**src/hw/rtl/ldagc_pkg.sv**
```systemverilog
package ldagc_pkg;

	localparam int SAMPLE_BITS_DEF    = 16;
	localparam int LOG_TABLE_BITS_DEF = 6;

	localparam int GAIN_W    = 16;  // Q6.10 log2 gain
	localparam int LOG_FRAC  = 10;
	localparam int LOG_W     = 17;  // log2|x| in Q7.10
	localparam int ERR_W     = 18;
	localparam int EXP_W     = 16;  // 2^(k/N) entry, unsigned Q1.15
	localparam int LOGT_W    = 11;  // log2(1+m/N) entry, Q0.10
	localparam int RATE_W    = 16;
	localparam int CFG_IDX_W = 2;
	localparam int FIFO_DEPTH = 2;

	typedef enum logic [CFG_IDX_W-1:0] {
		REG_INITIAL_LOG_GAIN    = 2'd0,
		REG_MAX_LOG_GAIN        = 2'd1,
		REG_REFERENCE_LOG_LEVEL = 2'd2,
		REG_LOOP_RATE           = 2'd3
	} cfg_reg_t;

	localparam logic signed [GAIN_W-1:0] INITIAL_LOG_GAIN_RST    = 16'sd0;
	localparam logic signed [GAIN_W-1:0] MAX_LOG_GAIN_RST        = 16'sd10240;
	localparam logic signed [GAIN_W-1:0] REFERENCE_LOG_LEVEL_RST = -16'sd1024;
	localparam logic [RATE_W-1:0]        LOOP_RATE_RST           = 16'd655;

	typedef enum logic [1:0] {
		BK_IDLE,
		BK_MUL,
		BK_SHIFT,
		BK_UPDATE
	} back_state_t;

	function automatic logic [63:0] isqrt64(input logic [63:0] val);
		logic [63:0] v;
		logic [63:0] res;
		logic [63:0] b;
		v = val;
		res = '0;
		b = 64'd1 << 62;
		for (int i = 0; i < 32; i++) begin
			if (v >= res + b) begin
				v = v - (res + b);
				res = (res >> 1) + b;
			end else begin
				res = res >> 1;
			end
			b = b >> 2;
		end
		return res;
	endfunction

	// 2^(k/2^ltb) in Q1.15, built from repeated square roots of 2 in Q2.30
	function automatic logic [EXP_W-1:0] exp_entry(input int ltb, input int k);
		logic [63:0] roots [11];
		logic [63:0] acc;
		roots[0] = 64'd1 << 31;
		for (int j = 1; j <= 10; j++) begin
			roots[j] = (j <= ltb) ? isqrt64(roots[j-1] << 30) : 64'd0;
		end
		acc = 64'd1 << 30;
		for (int b = 0; b < 10; b++) begin
			if (b < ltb && ((k >> b) & 1) != 0) begin
				acc = (acc * roots[ltb-b] + (64'd1 << 29)) >> 30;
			end
		end
		acc = (acc + (64'd1 << 14)) >> 15;
		return acc[EXP_W-1:0];
	endfunction

	// log2(1 + k/2^ltb) in Q0.10 by repeated squaring
	function automatic logic [LOGT_W-1:0] log_entry(input int ltb, input int k);
		logic [63:0] v;
		logic [11:0] r;
		v = 64'(k + (1 << ltb)) << (30 - ltb);
		r = '0;
		for (int b = 0; b < 11; b++) begin
			v = (v * v + (64'd1 << 29)) >> 30;
			r = r << 1;
			if (v >= (64'd1 << 31)) begin
				v = v >> 1;
				r[0] = 1'b1;
			end
		end
		r = r + 12'd1;
		return r[LOGT_W:1];
	endfunction

endpackage

```
**src/hw/rtl/ldagc_fifo.sv**
```systemverilog
module ldagc_fifo #(
	parameter int WIDTH = 8,
	parameter int DEPTH = ldagc_pkg::FIFO_DEPTH
) (
	input  logic             clk,
	input  logic             arst_n,
	input  logic             wr_en,
	input  logic [WIDTH-1:0] wr_data,
	output logic             full,
	input  logic             rd_en,
	output logic [WIDTH-1:0] rd_data,
	output logic             empty
);

	localparam int AW = (DEPTH > 1) ? $clog2(DEPTH) : 1;

	logic [WIDTH-1:0] mem [DEPTH];
	logic [AW-1:0]    wr_ptr_q;
	logic [AW-1:0]    rd_ptr_q;
	logic [AW:0]      count_q;
	logic             do_wr;
	logic             do_rd;

	assign full    = (count_q == (AW+1)'(DEPTH));
	assign empty   = (count_q == '0);
	assign do_wr   = wr_en & ~full;
	assign do_rd   = rd_en & ~empty;
	assign rd_data = mem[rd_ptr_q];

	always_ff @(posedge clk or negedge arst_n) begin
		if (!arst_n) begin
			wr_ptr_q <= '0;
			rd_ptr_q <= '0;
			count_q  <= '0;
		end else begin
			if (do_wr) begin
				wr_ptr_q <= (wr_ptr_q == AW'(DEPTH-1)) ? '0 : wr_ptr_q + 1'b1;
			end
			if (do_rd) begin
				rd_ptr_q <= (rd_ptr_q == AW'(DEPTH-1)) ? '0 : rd_ptr_q + 1'b1;
			end
			if (do_wr && !do_rd) begin
				count_q <= count_q + 1'b1;
			end else if (do_rd && !do_wr) begin
				count_q <= count_q - 1'b1;
			end
		end
	end

	always_ff @(posedge clk) begin
		if (do_wr) begin
			mem[wr_ptr_q] <= wr_data;
		end
	end

endmodule

```
**src/hw/rtl/ldagc_front.sv**
```systemverilog
module ldagc_front #(
	parameter int SAMPLE_BITS    = ldagc_pkg::SAMPLE_BITS_DEF,
	parameter int LOG_TABLE_BITS = ldagc_pkg::LOG_TABLE_BITS_DEF
) (
	input  logic                                 clk,
	input  logic                                 arst_n,
	input  logic                                 push,
	input  logic signed [SAMPLE_BITS-1:0]        sample_in,
	output logic                                 full,
	output logic                                 q_push,
	output logic [SAMPLE_BITS+ldagc_pkg::LOG_W:0] q_word,
	input  logic                                 q_full
);

	localparam int TBL_N = 1 << LOG_TABLE_BITS;
	localparam int POS_W = $clog2(SAMPLE_BITS);
	localparam int EXT_W = SAMPLE_BITS + LOG_TABLE_BITS;
	localparam int LOG_W = ldagc_pkg::LOG_W;

	logic [ldagc_pkg::LOGT_W-1:0] log_rom [TBL_N];

	for (genvar k = 0; k < TBL_N; k++) begin : g_log_rom
		localparam logic [ldagc_pkg::LOGT_W-1:0] ENTRY = ldagc_pkg::log_entry(LOG_TABLE_BITS, k);
		assign log_rom[k] = ENTRY;
	end

	logic signed [SAMPLE_BITS-1:0] sample_s1;
	logic                          valid_s1;
	logic                          accept;
	logic                          neg;
	logic [SAMPLE_BITS-1:0]        mag;
	logic [POS_W-1:0]              pos;
	logic [EXT_W-1:0]              ext;
	logic [LOG_TABLE_BITS-1:0]     idx;
	logic signed [LOG_W-1:0]       pos_ext;
	logic signed [LOG_W-1:0]       logv;

	assign full   = valid_s1 & q_full;
	assign accept = push & ~full;
	assign q_push = valid_s1 & ~q_full;

	always_ff @(posedge clk or negedge arst_n) begin
		if (!arst_n) begin
			valid_s1 <= 1'b0;
		end else if (accept) begin
			valid_s1 <= 1'b1;
		end else if (q_push) begin
			valid_s1 <= 1'b0;
		end
	end

	always_ff @(posedge clk) begin
		if (accept) begin
			sample_s1 <= sample_in;
		end
	end

	// magnitude, leading one and table index for log2|x|
	always_comb begin
		neg = sample_s1[SAMPLE_BITS-1];
		mag = neg ? SAMPLE_BITS'(-sample_s1) : sample_s1;
		pos = '0;
		for (int i = 1; i < SAMPLE_BITS; i++) begin
			if (mag[i]) begin
				pos = POS_W'(i);
			end
		end
		ext     = {mag, {LOG_TABLE_BITS{1'b0}}};
		idx     = LOG_TABLE_BITS'(ext >> pos);
		pos_ext = LOG_W'(pos) - LOG_W'(SAMPLE_BITS - 1);
		logv    = (pos_ext <<< ldagc_pkg::LOG_FRAC) + LOG_W'(log_rom[idx]);
	end

	assign q_word = {neg, logv, mag};

endmodule

```
**src/hw/rtl/ldagc_back.sv**
```systemverilog
module ldagc_back #(
	parameter int SAMPLE_BITS    = ldagc_pkg::SAMPLE_BITS_DEF,
	parameter int LOG_TABLE_BITS = ldagc_pkg::LOG_TABLE_BITS_DEF
) (
	input  logic                                         clk,
	input  logic                                         arst_n,
	input  logic                                         cfg_we,
	input  logic [ldagc_pkg::CFG_IDX_W-1:0]              cfg_index,
	input  logic [ldagc_pkg::GAIN_W-1:0]                 cfg_wdata,
	input  logic                                         q_empty,
	output logic                                         q_pop,
	input  logic [SAMPLE_BITS+ldagc_pkg::LOG_W:0]         q_word,
	input  logic                                         o_full,
	output logic                                         o_push,
	output logic [SAMPLE_BITS+ldagc_pkg::GAIN_W-1:0]      o_word
);

	localparam int GAIN_W  = ldagc_pkg::GAIN_W;
	localparam int LOG_W   = ldagc_pkg::LOG_W;
	localparam int ERR_W   = ldagc_pkg::ERR_W;
	localparam int RATE_W  = ldagc_pkg::RATE_W;
	localparam int TBL_N   = 1 << LOG_TABLE_BITS;
	localparam int PROD_W  = SAMPLE_BITS + ldagc_pkg::EXP_W;
	localparam int SHW     = PROD_W + 16;   // room for the largest left shift
	localparam int MUL_W   = ERR_W + RATE_W + 1;
	localparam int STEP_W  = ERR_W + 1;
	localparam int IP_W    = GAIN_W - ldagc_pkg::LOG_FRAC;
	localparam int SH_W    = IP_W + 1;
	localparam logic signed [STEP_W-1:0] GAIN_MIN = -(STEP_W'(1) <<< (GAIN_W - 1));

	logic [ldagc_pkg::EXP_W-1:0] exp_rom [TBL_N];

	for (genvar k = 0; k < TBL_N; k++) begin : g_exp_rom
		localparam logic [ldagc_pkg::EXP_W-1:0] ENTRY = ldagc_pkg::exp_entry(LOG_TABLE_BITS, k);
		assign exp_rom[k] = ENTRY;
	end

	ldagc_pkg::back_state_t state_q, state_d;

	logic                          neg_q;
	logic signed [LOG_W-1:0]       logv_q;
	logic [SAMPLE_BITS-1:0]        mag_q;
	logic [PROD_W-1:0]             prod_q;
	logic signed [ERR_W-1:0]       err_q;
	logic signed [MUL_W-1:0]       mul_q;
	logic [SAMPLE_BITS-1:0]        res_q;
	logic signed [GAIN_W-1:0]      gain_q;
	logic signed [GAIN_W-1:0]      max_q;
	logic signed [GAIN_W-1:0]      ref_q;
	logic [RATE_W-1:0]             rate_q;

	logic [LOG_TABLE_BITS-1:0]     exp_idx;
	logic signed [IP_W-1:0]        ip;
	logic signed [SH_W-1:0]        sh;
	logic [4:0]                    lsh;
	logic [SH_W-2:0]               rsh;
	logic [SHW-1:0]                prod_w;
	logic [SHW-1:0]                tmp;
	logic [SHW-1:0]                wide;
	logic [SHW-1:0]                lim;
	logic [SHW-1:0]                sat;
	logic [SAMPLE_BITS-1:0]        shaped;
	logic signed [RATE_W:0]        rate_s;
	logic signed [MUL_W-1:0]       sum;
	logic signed [STEP_W-1:0]      step;
	logic signed [STEP_W-1:0]      ng;
	logic signed [GAIN_W-1:0]      gain_next;

	// sequencer: pop, exp multiply, shift + loop multiply, gain write
	always_ff @(posedge clk or negedge arst_n) begin
		if (!arst_n) begin
			state_q <= ldagc_pkg::BK_IDLE;
		end else begin
			state_q <= state_d;
		end
	end

	always_comb begin
		state_d = state_q;
		q_pop   = 1'b0;
		o_push  = 1'b0;
		case (state_q)
			ldagc_pkg::BK_IDLE: begin
				if (!q_empty && !o_full) begin
					q_pop   = 1'b1;
					state_d = ldagc_pkg::BK_MUL;
				end
			end
			ldagc_pkg::BK_MUL: begin
				state_d = ldagc_pkg::BK_SHIFT;
			end
			ldagc_pkg::BK_SHIFT: begin
				state_d = ldagc_pkg::BK_UPDATE;
			end
			ldagc_pkg::BK_UPDATE: begin
				o_push  = 1'b1;
				state_d = ldagc_pkg::BK_IDLE;
			end
			default: begin
				state_d = ldagc_pkg::BK_IDLE;
			end
		endcase
	end

	// output scaling: |x| * 2^frac, then shift by integer part - 15
	always_comb begin
		exp_idx = gain_q[ldagc_pkg::LOG_FRAC-1 -: LOG_TABLE_BITS];
		ip      = gain_q[GAIN_W-1:ldagc_pkg::LOG_FRAC];
		sh      = {ip[IP_W-1], ip} - SH_W'(15);
		lsh     = sh[4:0];
		rsh     = (SH_W-1)'(-sh);
		prod_w  = SHW'(prod_q);
		tmp     = prod_w >> (rsh - 1'b1);
		if (sh > 0) begin
			wide = prod_w << lsh;
		end else if (sh == 0) begin
			wide = prod_w;
		end else begin
			// round half away from zero on the magnitude
			wide = (tmp + SHW'(1)) >> 1;
		end
		lim    = neg_q ? (SHW'(1) << (SAMPLE_BITS - 1))
		               : ((SHW'(1) << (SAMPLE_BITS - 1)) - SHW'(1));
		sat    = (wide > lim) ? lim : wide;
		shaped = neg_q ? ({SAMPLE_BITS{1'b0}} - sat[SAMPLE_BITS-1:0]) : sat[SAMPLE_BITS-1:0];
	end

	// loop update: g += floor((err*rate + 2^15) / 2^16), clamped
	always_comb begin
		rate_s = {1'b0, rate_q};
		sum    = mul_q + MUL_W'(32768);
		step   = STEP_W'(sum >>> 16);
		ng     = STEP_W'(gain_q) + step;
		if (mag_q == '0) begin
			gain_next = max_q;  // zero input: error is unbounded
		end else if (ng > STEP_W'(max_q)) begin
			gain_next = max_q;
		end else if (ng < GAIN_MIN) begin
			gain_next = GAIN_MIN[GAIN_W-1:0];
		end else begin
			gain_next = ng[GAIN_W-1:0];
		end
	end

	always_ff @(posedge clk) begin
		if (q_pop) begin
			{neg_q, logv_q, mag_q} <= q_word;
		end
		if (state_q == ldagc_pkg::BK_MUL) begin
			prod_q <= mag_q * exp_rom[exp_idx];
			err_q  <= ERR_W'(ref_q) - ERR_W'(logv_q) - ERR_W'(gain_q);
		end
		if (state_q == ldagc_pkg::BK_SHIFT) begin
			res_q <= shaped;
			mul_q <= err_q * rate_s;
		end
	end

	always_ff @(posedge clk or negedge arst_n) begin
		if (!arst_n) begin
			gain_q <= ldagc_pkg::INITIAL_LOG_GAIN_RST;
			max_q  <= ldagc_pkg::MAX_LOG_GAIN_RST;
			ref_q  <= ldagc_pkg::REFERENCE_LOG_LEVEL_RST;
			rate_q <= ldagc_pkg::LOOP_RATE_RST;
		end else if (cfg_we) begin
			case (ldagc_pkg::cfg_reg_t'(cfg_index))
				ldagc_pkg::REG_INITIAL_LOG_GAIN:    gain_q <= cfg_wdata;
				ldagc_pkg::REG_MAX_LOG_GAIN:        max_q  <= cfg_wdata;
				ldagc_pkg::REG_REFERENCE_LOG_LEVEL: ref_q  <= cfg_wdata;
				ldagc_pkg::REG_LOOP_RATE:           rate_q <= cfg_wdata;
				default: begin
				end
			endcase
		end else if (o_push) begin
			gain_q <= gain_next;
		end
	end

	// gain_q still holds the gain applied to this word
	assign o_word = {gain_q, res_q};

endmodule

```
**src/hw/rtl/log_domain_audio_agc.sv**
```systemverilog
// channel  | dir | handshake          | payload
// ---------+-----+--------------------+-------------------------------------
// input    | in  | push / full        | sample_in  (signed Q1.15)
// result   | out | empty / pop        | sample_out (signed Q1.15), gain_used (Q6.10)
// config   | in  | cfg_we, cfg_index  | cfg_wdata  (16 bit)
//
// The gain unit steps through pop, exp multiply, shift and loop multiply, and
// gain write for each word; the gain feedback through it sets the sustained rate.
// A word passes the input stage register, middle queue, gain unit and output queue.
// arst_n clears the queues and loads the register reset values; no clearing pass.
// A stalled result side fills the output queue, then the middle queue, then
// the input stage, and only then raises full.
module log_domain_audio_agc #(
	parameter int SAMPLE_BITS    = ldagc_pkg::SAMPLE_BITS_DEF,
	parameter int LOG_TABLE_BITS = ldagc_pkg::LOG_TABLE_BITS_DEF
) (
	input  logic                                clk,
	input  logic                                arst_n,
	input  logic                                push,
	output logic                                full,
	input  logic signed [SAMPLE_BITS-1:0]       sample_in,
	output logic                                empty,
	input  logic                                pop,
	output logic signed [SAMPLE_BITS-1:0]       sample_out,
	output logic signed [ldagc_pkg::GAIN_W-1:0] gain_used,
	input  logic                                cfg_we,
	input  logic [ldagc_pkg::CFG_IDX_W-1:0]     cfg_index,
	input  logic [ldagc_pkg::GAIN_W-1:0]        cfg_wdata
);

	localparam int MID_W = SAMPLE_BITS + ldagc_pkg::LOG_W + 1;
	localparam int OUT_W = SAMPLE_BITS + ldagc_pkg::GAIN_W;

	logic             mid_push;
	logic [MID_W-1:0] mid_wdata;
	logic             mid_full;
	logic             mid_pop;
	logic [MID_W-1:0] mid_rdata;
	logic             mid_empty;
	logic             out_push;
	logic [OUT_W-1:0] out_wdata;
	logic             out_full;
	logic [OUT_W-1:0] out_rdata;

	ldagc_front #(
		.SAMPLE_BITS    (SAMPLE_BITS),
		.LOG_TABLE_BITS (LOG_TABLE_BITS)
	) u_front (
		.clk       (clk),
		.arst_n    (arst_n),
		.push      (push),
		.sample_in (sample_in),
		.full      (full),
		.q_push    (mid_push),
		.q_word    (mid_wdata),
		.q_full    (mid_full)
	);

	ldagc_fifo #(
		.WIDTH (MID_W),
		.DEPTH (ldagc_pkg::FIFO_DEPTH)
	) u_mid_fifo (
		.clk     (clk),
		.arst_n  (arst_n),
		.wr_en   (mid_push),
		.wr_data (mid_wdata),
		.full    (mid_full),
		.rd_en   (mid_pop),
		.rd_data (mid_rdata),
		.empty   (mid_empty)
	);

	ldagc_back #(
		.SAMPLE_BITS    (SAMPLE_BITS),
		.LOG_TABLE_BITS (LOG_TABLE_BITS)
	) u_back (
		.clk       (clk),
		.arst_n    (arst_n),
		.cfg_we    (cfg_we),
		.cfg_index (cfg_index),
		.cfg_wdata (cfg_wdata),
		.q_empty   (mid_empty),
		.q_pop     (mid_pop),
		.q_word    (mid_rdata),
		.o_full    (out_full),
		.o_push    (out_push),
		.o_word    (out_wdata)
	);

	ldagc_fifo #(
		.WIDTH (OUT_W),
		.DEPTH (ldagc_pkg::FIFO_DEPTH)
	) u_out_fifo (
		.clk     (clk),
		.arst_n  (arst_n),
		.wr_en   (out_push),
		.wr_data (out_wdata),
		.full    (out_full),
		.rd_en   (pop),
		.rd_data (out_rdata),
		.empty   (empty)
	);

	assign sample_out = out_rdata[SAMPLE_BITS-1:0];
	assign gain_used  = out_rdata[OUT_W-1:SAMPLE_BITS];

endmodule

```
**config.mk**
```make
export PLATFORM = sky130hd
export DESIGN_NAME = log_domain_audio_agc
export DESIGN_NICKNAME = d
export VERILOG_FILES = /design/src/hw/rtl/ldagc_pkg.sv /design/src/hw/rtl/ldagc_fifo.sv /design/src/hw/rtl/ldagc_front.sv /design/src/hw/rtl/ldagc_back.sv /design/src/hw/rtl/log_domain_audio_agc.sv
export SDC_FILE = /design/constraint.sdc
export NUM_CORES = 2
export LEC_CHECK = 0
export BUFFER_PORTS_ARGS = -buffer_cell sky130_fd_sc_hd__buf_2
export CORE_MARGIN = 5
export CORE_UTILIZATION = 66
export CTS_CLUSTER_SIZE = 24
export DETAILED_ROUTE_END_ITERATION = 8
export GPL_ROUTABILITY_DRIVEN = 0
export PLACE_DENSITY = 0.82
export SLEW_MARGIN = 20
export SYNTH_ARGS = -nofsm -noshare
export SYNTH_HDL_FRONTEND = slang
export SYNTH_HIERARCHICAL = 1
export SYNTH_SLANG_ARGS = --single-unit
```
**constraint.sdc**
```tcl
create_clock -name clk -period 11.73 [get_ports clk]
set_input_delay 0.5865 -clock clk [delete_from_list [all_inputs] [get_ports clk]]
set_output_delay 0.5865 -clock clk [all_outputs]
set_load 0.01 [all_outputs]
```
Word level (Yosys, flattened, before mapping)
Memories as Yosys holds them, arrays and structs flattened. A register that Yosys moved wholly into a read port is not among the register bits.
Index checks and enable logic that the tools add are counted.
{ "word_totals": {"reg_bits": 192, "mem_bits_rw": 132, "mem_bits_ro": 1728, "output_inout_bits": 34, "wordCells": 151, "mem_count": 4} }
{ "memory_table": {"columns": ["memory", "depth", "width", "read_ports", "rd_ports_with_merged_regs", "write_ports", "line_no", "source"], "rows": [
  ["(no name shown)", 64, 16, 1, 0, 0, "ldagc_back.sv:150", "prod_q <= mag_q * exp_rom[exp_idx];"],
  ["(no name shown)", 64, 11, 1, 0, 0, "ldagc_front.sv:71", "logv = (pos_ext <<< ldagc_pkg::LOG_FRAC) + LOG_W'(log_rom[idx]);"],
  ["u_mid_fifo.mem", 2, 34, 1, 1, 1, "ldagc_fifo.sv:17", "logic [WIDTH-1:0] mem [DEPTH];"],
  ["u_out_fifo.mem", 2, 32, 1, 0, 1, "ldagc_fifo.sv:17", null]
]} }
{ "classes": {"n_addsub": 20, "mul": 2, "order_cmp": 6, "n_eq_ne": 10, "n_shift": 3, "muxes": 50, "bitwise_logic": 14, "reduce_logical": 25} }
{ "op_table": {"columns": ["cell", "n"], "rows": [
  ["$mux 16", 12],
  ["$add 48x1->48 const B", 1],
  ["$gt 48x16->1", 1],
  ["$mux 48", 1],
  ["$shl 32x5->48", 1],
  ["$shr 32x6->48", 1],
  ["$mux 47", 1],
  ["$add 35x17->35 const B", 1],
  ["$mul 18x17->35", 1],
  ["$logic_not 32->1", 1],
  ["$mul 16x16->32", 1],
  ["$mux 4", 8],
  ["$mux 11", 2],
  ["$shr 22x4->6", 1],
  ["$add 16x19->19", 1],
  ["$gt 19x16->1", 1],
  ["$lt 19x16->1 const B", 1],
  ["$sub 16x17->18", 1],
  ["$sub 18x16->18", 1],
  ["$add 17x11->17", 1],
  ["$logic_not 16->1", 1],
  ["$neg 16->16", 1],
  ["$sub 1x16->16 const A", 1],
  ["$ge 7x7->1 const B", 2],
  ["other kinds (23)", 86]
]} }

Longest topological paths before layout
{ "logic_depth": {"word_depth": 23, "ltp_mapped": 39} }

Cells and area by module
The synthesis kept the hierarchy.
{ "modules_own_cells": {"columns": ["module", "n_inst", "cells_per_inst", "area_per_inst_um2", "seq_area_each_um2"], "rows": [
  ["ldagc_back", 1, 3764, 34525.6, 5272.6],
  ["ldagc_front", 1, 399, 3129.3, 505.5],
  ["ldagc_fifo at u_mid_fifo", 1, 125, 2801.4, 2142.1],
  ["ldagc_fifo at u_out_fifo", 1, 119, 2658.8, 2021.9]
]} }

Least setup slack after synthesis
No wires, ideal clock.
{ "synth_timing": {"path_kind": "reg2reg", "from": "reg u_back.gain_q[4]", "to": "reg u_back.prod_q[31], data pin", "setup_ns": 0.260, "arrival_ns": 8.321, "setup_slack_ns": 3.149, "stages_incl_launch_ff": 35, "period_less_slack_ns": 8.581, "cell_sequence": "dfrtp_1 -> clkbuf_1 -> inv_1 -> ha_1 -> clkbuf_1 -> nor2_1 -> o311ai_0 -> o21ai_0 -> o21ai_1 -> nand2_1 -> and2_1 -> fa_1 -> inv_1 -> fa_1 -> fa_1 -> inv_1 -> fa_1 -> fa_1 -> inv_1 -> fa_1 -> inv_1 -> ha_1 -> clkbuf_1 -> nand2_1 -> a2bb2oi_1 -> o31ai_1 -> o211ai_1 -> a21oi_1 -> nor4_1 -> o31ai_1 -> o41ai_1 -> o21ai_0 -> o21a_1 -> nor2_1 -> xnor2_1"} }
{ "synth_between": {"elab_chain_len": 5} }
{ "synth_lines": {"columns": ["element", "line_no", "source"], "rows": [
  ["start, declared", "ldagc_back.sv:47", "logic signed [GAIN_W-1:0] gain_q;"],
  ["start signal, assigned", "ldagc_back.sv:161", "gain_q <= ldagc_pkg::INITIAL_LOG_GAIN_RST;"],
  ["start signal, assigned", "ldagc_back.sv:167", "ldagc_pkg::REG_INITIAL_LOG_GAIN: gain_q <= cfg_wdata;"],
  ["start signal, assigned", "ldagc_back.sv:175", "gain_q <= gain_next;"],
  ["$not 6->7 (implied by the code)", "ldagc_back.sv:150", null],
  ["$mem_v2 64x16", null, null],
  ["$mux 16 (implied by the code) (2 in series)", "ldagc_back.sv:150", null],
  ["$mul 16x16->32", "ldagc_back.sv:150", null],
  ["end signal, assigned", "ldagc_back.sv:150", null],
  ["end, declared", "ldagc_back.sv:43", "logic [PROD_W-1:0] prod_q;"]
]} }
No other way between the ends. The select of a mux whose other input is x is not followed.
A chain may end at the register's enable or synchronous reset.

Worst setup path after layout
{ "layout_timing": {"from": "reg u_back.gain_q[5]", "to": "reg u_back.prod_q[31], data pin"} }
Same word-level chain as after synthesis.

==> results.cfg <==
[floorplan]
die_height_um = 266
io_pins = 73
fp.dieW_um = 266
dieArea_sq_mm = 0.0705
core_sq_mm = 0.0646
start_util_pct = 66.8
row_count = 93

[yosys]
synth_area_sq_mm = 0.0431
synth_seq_cells = 343
synth_area_leader_cell = fa_1
synth_nets = 5246
synthTopCellsByCount = inv_1 (658), fa_1 (503), nand2_1 (452)
ys_warn_count = 6
postSynthAreaPerCell_sq_um = 9.78
synth.most_common_cell = inv_1
synth_edf_count = 268
synth_top_area_share_pct = 23.4
synth_top_flop_cell = edfxtp_1
ys_seq_area_share_pct = 23.1
yosys.cell_types.count = 122
synth-async-reset-ratio_pct = 21.9
synth_area_leaders = fa_1 (23%), edfxtp_1 (19%), ha_1 (8.6%)
netlist_instances = 4407

[setup_path]
path_buf_inv = 5
slowest_stage = dfrtp_1
start_kind = flop
slowest_delay_ns = 0.84
cp-end-kind = flop
cpMostUsedCell = fa_1
crit_path_max_fanout = 21
worst-setup-path-type = flop to flop
path_delay_family = adder cells
critical_path_required_ns = 12.03
cp.arrival_ns = 10.16
rrSetupSlack_ns = 1.87

[timing]
fin_crit_sh_pct = 84.1
tightest_slew_ns = 1.13
hold_viol = 0
max_freq_mhz = 101
drv_slew = 0
min_period_ns = 9.86
finalSetupViolCount = 0
maxSlewHeadroom_pct = 24.6
rsz0062_at_grt = no
setup_tns_ns = 0
clock_skew_ns = 0.0292

[detailed_routing]
wl_per_cell_um = 20.5
vias_per_cell = 6.31
drt_first_pass_iters = 8
drt_wl_total_mm = 108
detailedRoute.firstIterationViolations = 3597
drcViolationCount = 0
route.antenna.remaining_nets = 0
num_vias = 33100

[flow_run]
cap_violations = 0

[clock_tree]
cts_resized = 0
clk_latency_ns = 0.58
cts_buffers = 39
cts_tree = done
clk_path_buf_depth = 3
cts_root_buf = clkbuf_16
cts.sinks = 343
cts_max_level = 2
path_clk_slew_ns = 0.06

[status]
status = finished, final reports clean

[final_layout]
syn_to_final_growth_pct = 4.68
num-nets-final = 5200
fillers = 4682
layout-drive-gt1-share_pct = 10.7

[global_routing]
grt_pass1_wl_mm = 175
antenna_found_initial = 5
grt_overflow = 0
grt_use_total_pct = 30.5
grt_pass1_vias = 33200
grt_start_max_net_pins = 77

[worst_hold_path]
worstHoldPathType = input pin to flop

[place]
numPortBuffers = 72
place_hpwl_mm = 81.4
final timing paths:
kind,from,end,depth (start not counted)
worst max register to register,u_back/gain_q[5]$_DFFE_PN0P_,u_back/prod_q[31]$_DFFE_PN_,31
max in group asynchronous,arst_n,u_back/gain_q[6]$_DFFE_PN0P_,3
min in group asynchronous,arst_n,u_out_fifo/count_q[0]$_DFFE_PN0P_,2
worst max-delay path,u_back/gain_q[5]$_DFFE_PN0P_,u_back/prod_q[31]$_DFFE_PN_,31
worst min-delay path,sample_in[12],u_front/sample_s1[12]$_DFFE_PP_,1
worst min register to register,u_back/res_q[6]$_DFFE_PP_,u_out_fifo/mem[0][6]$_DFFE_PP_,0
through the flow:
step	hold slack (ns)	setup slack, ns	util, %	cell area, sq um	std cells
final	0.186	1.87	69.9	45100	5249
after global routing	0.174	1.18	69.9	45100	5247
after CTS	0.154	1.98	69.9	45100	5247
after detailed placement	0.436	1.98	67.9	43800	5174
after global placement	0.422	2.45	67.9	43800	5174
after floorplan	0.291	3.15	-	43100	4407
registers in the layout (all words and copies together) (netlist names), 2 cells and up:
register and count:
u_back/err_q 18, u_back/state_q 2, u_back/max_q 16, u_out_fifo/count_q 2
u_back/prod_q 32, u_back/logv_q 17, u_back/res_q 16, u_back/rate_q 16
u_mid_fifo/mem 68, u_back/mag_q 16, u_back/ref_q 16, u_front/sample_s1 16
u_out_fifo/mem 64, u_mid_fifo/count_q 2, u_back/mul_q 20, u_back/gain_q 16
placed cells by master (no fill, tap or decap), types with 102 or more instances in the layout:
master    instances
a21oi_1         183
and2_1          241
edfxtp_1        268
fa_1            503
ha_1            294
inv_1           658
nand2_1         452
nor2_1          222
o21ai_0         160
xnor2_1         102
cells by family (layout without fill, tap and decap cells):
kind of cell | count (synthesis) | count (layout) | synth area share [%]
AO/OA/AOI/OAI | 733 | 733 | 11.5
XOR/XNOR | 144 | 144 | 3.11
adder cells (fa/ha/maj) | 800 | 800 | 32.0
buffers and inverters | 882 | 867 | 8.44
flip-flops | 343 | 343 | 23.1
multiplexers | 232 | 232 | 7.41
other | 0 | 2 | 0
AND/OR/NAND/NOR | 1273 | 1273 | 14.5
routing by layer:
layer,wire length [um],share of wire (%),GRT usage (%),vias up
met1,42200,39,41.6,16200
li1,-,-,-,14800
met5,21,0.019,0,-
met2,50100,46,48.8,1766
met3,10600,9.8,5.97,393
met4,4910,4.5,12.0,4
cell type report:
class / count / area [sq um] / share of cell area, %
Multi-Input combinational cell: 3182 / 29600 / 65.5
Sequential cell: 343 / 9950 / 22.0
Inverter: 675 / 2530 / 5.62
Tap cell: 855 / 1070 / 2.37
Clock buffer: 47 / 1040 / 2.30
Timing Repair Buffer: 120 / 726 / 1.61
Clock inverter: 25 / 230 / 0.510
Antenna cell: 2 / 5.00 / 0.0111
timing repair:
action                    CTS  global route
buffers inserted            0             0
hold endpoints to repair   22             0
hold buffers                1             0
Power is not shown: default switching activity piles up to over one toggle a cycle in this logic, so the estimate is an artifact.
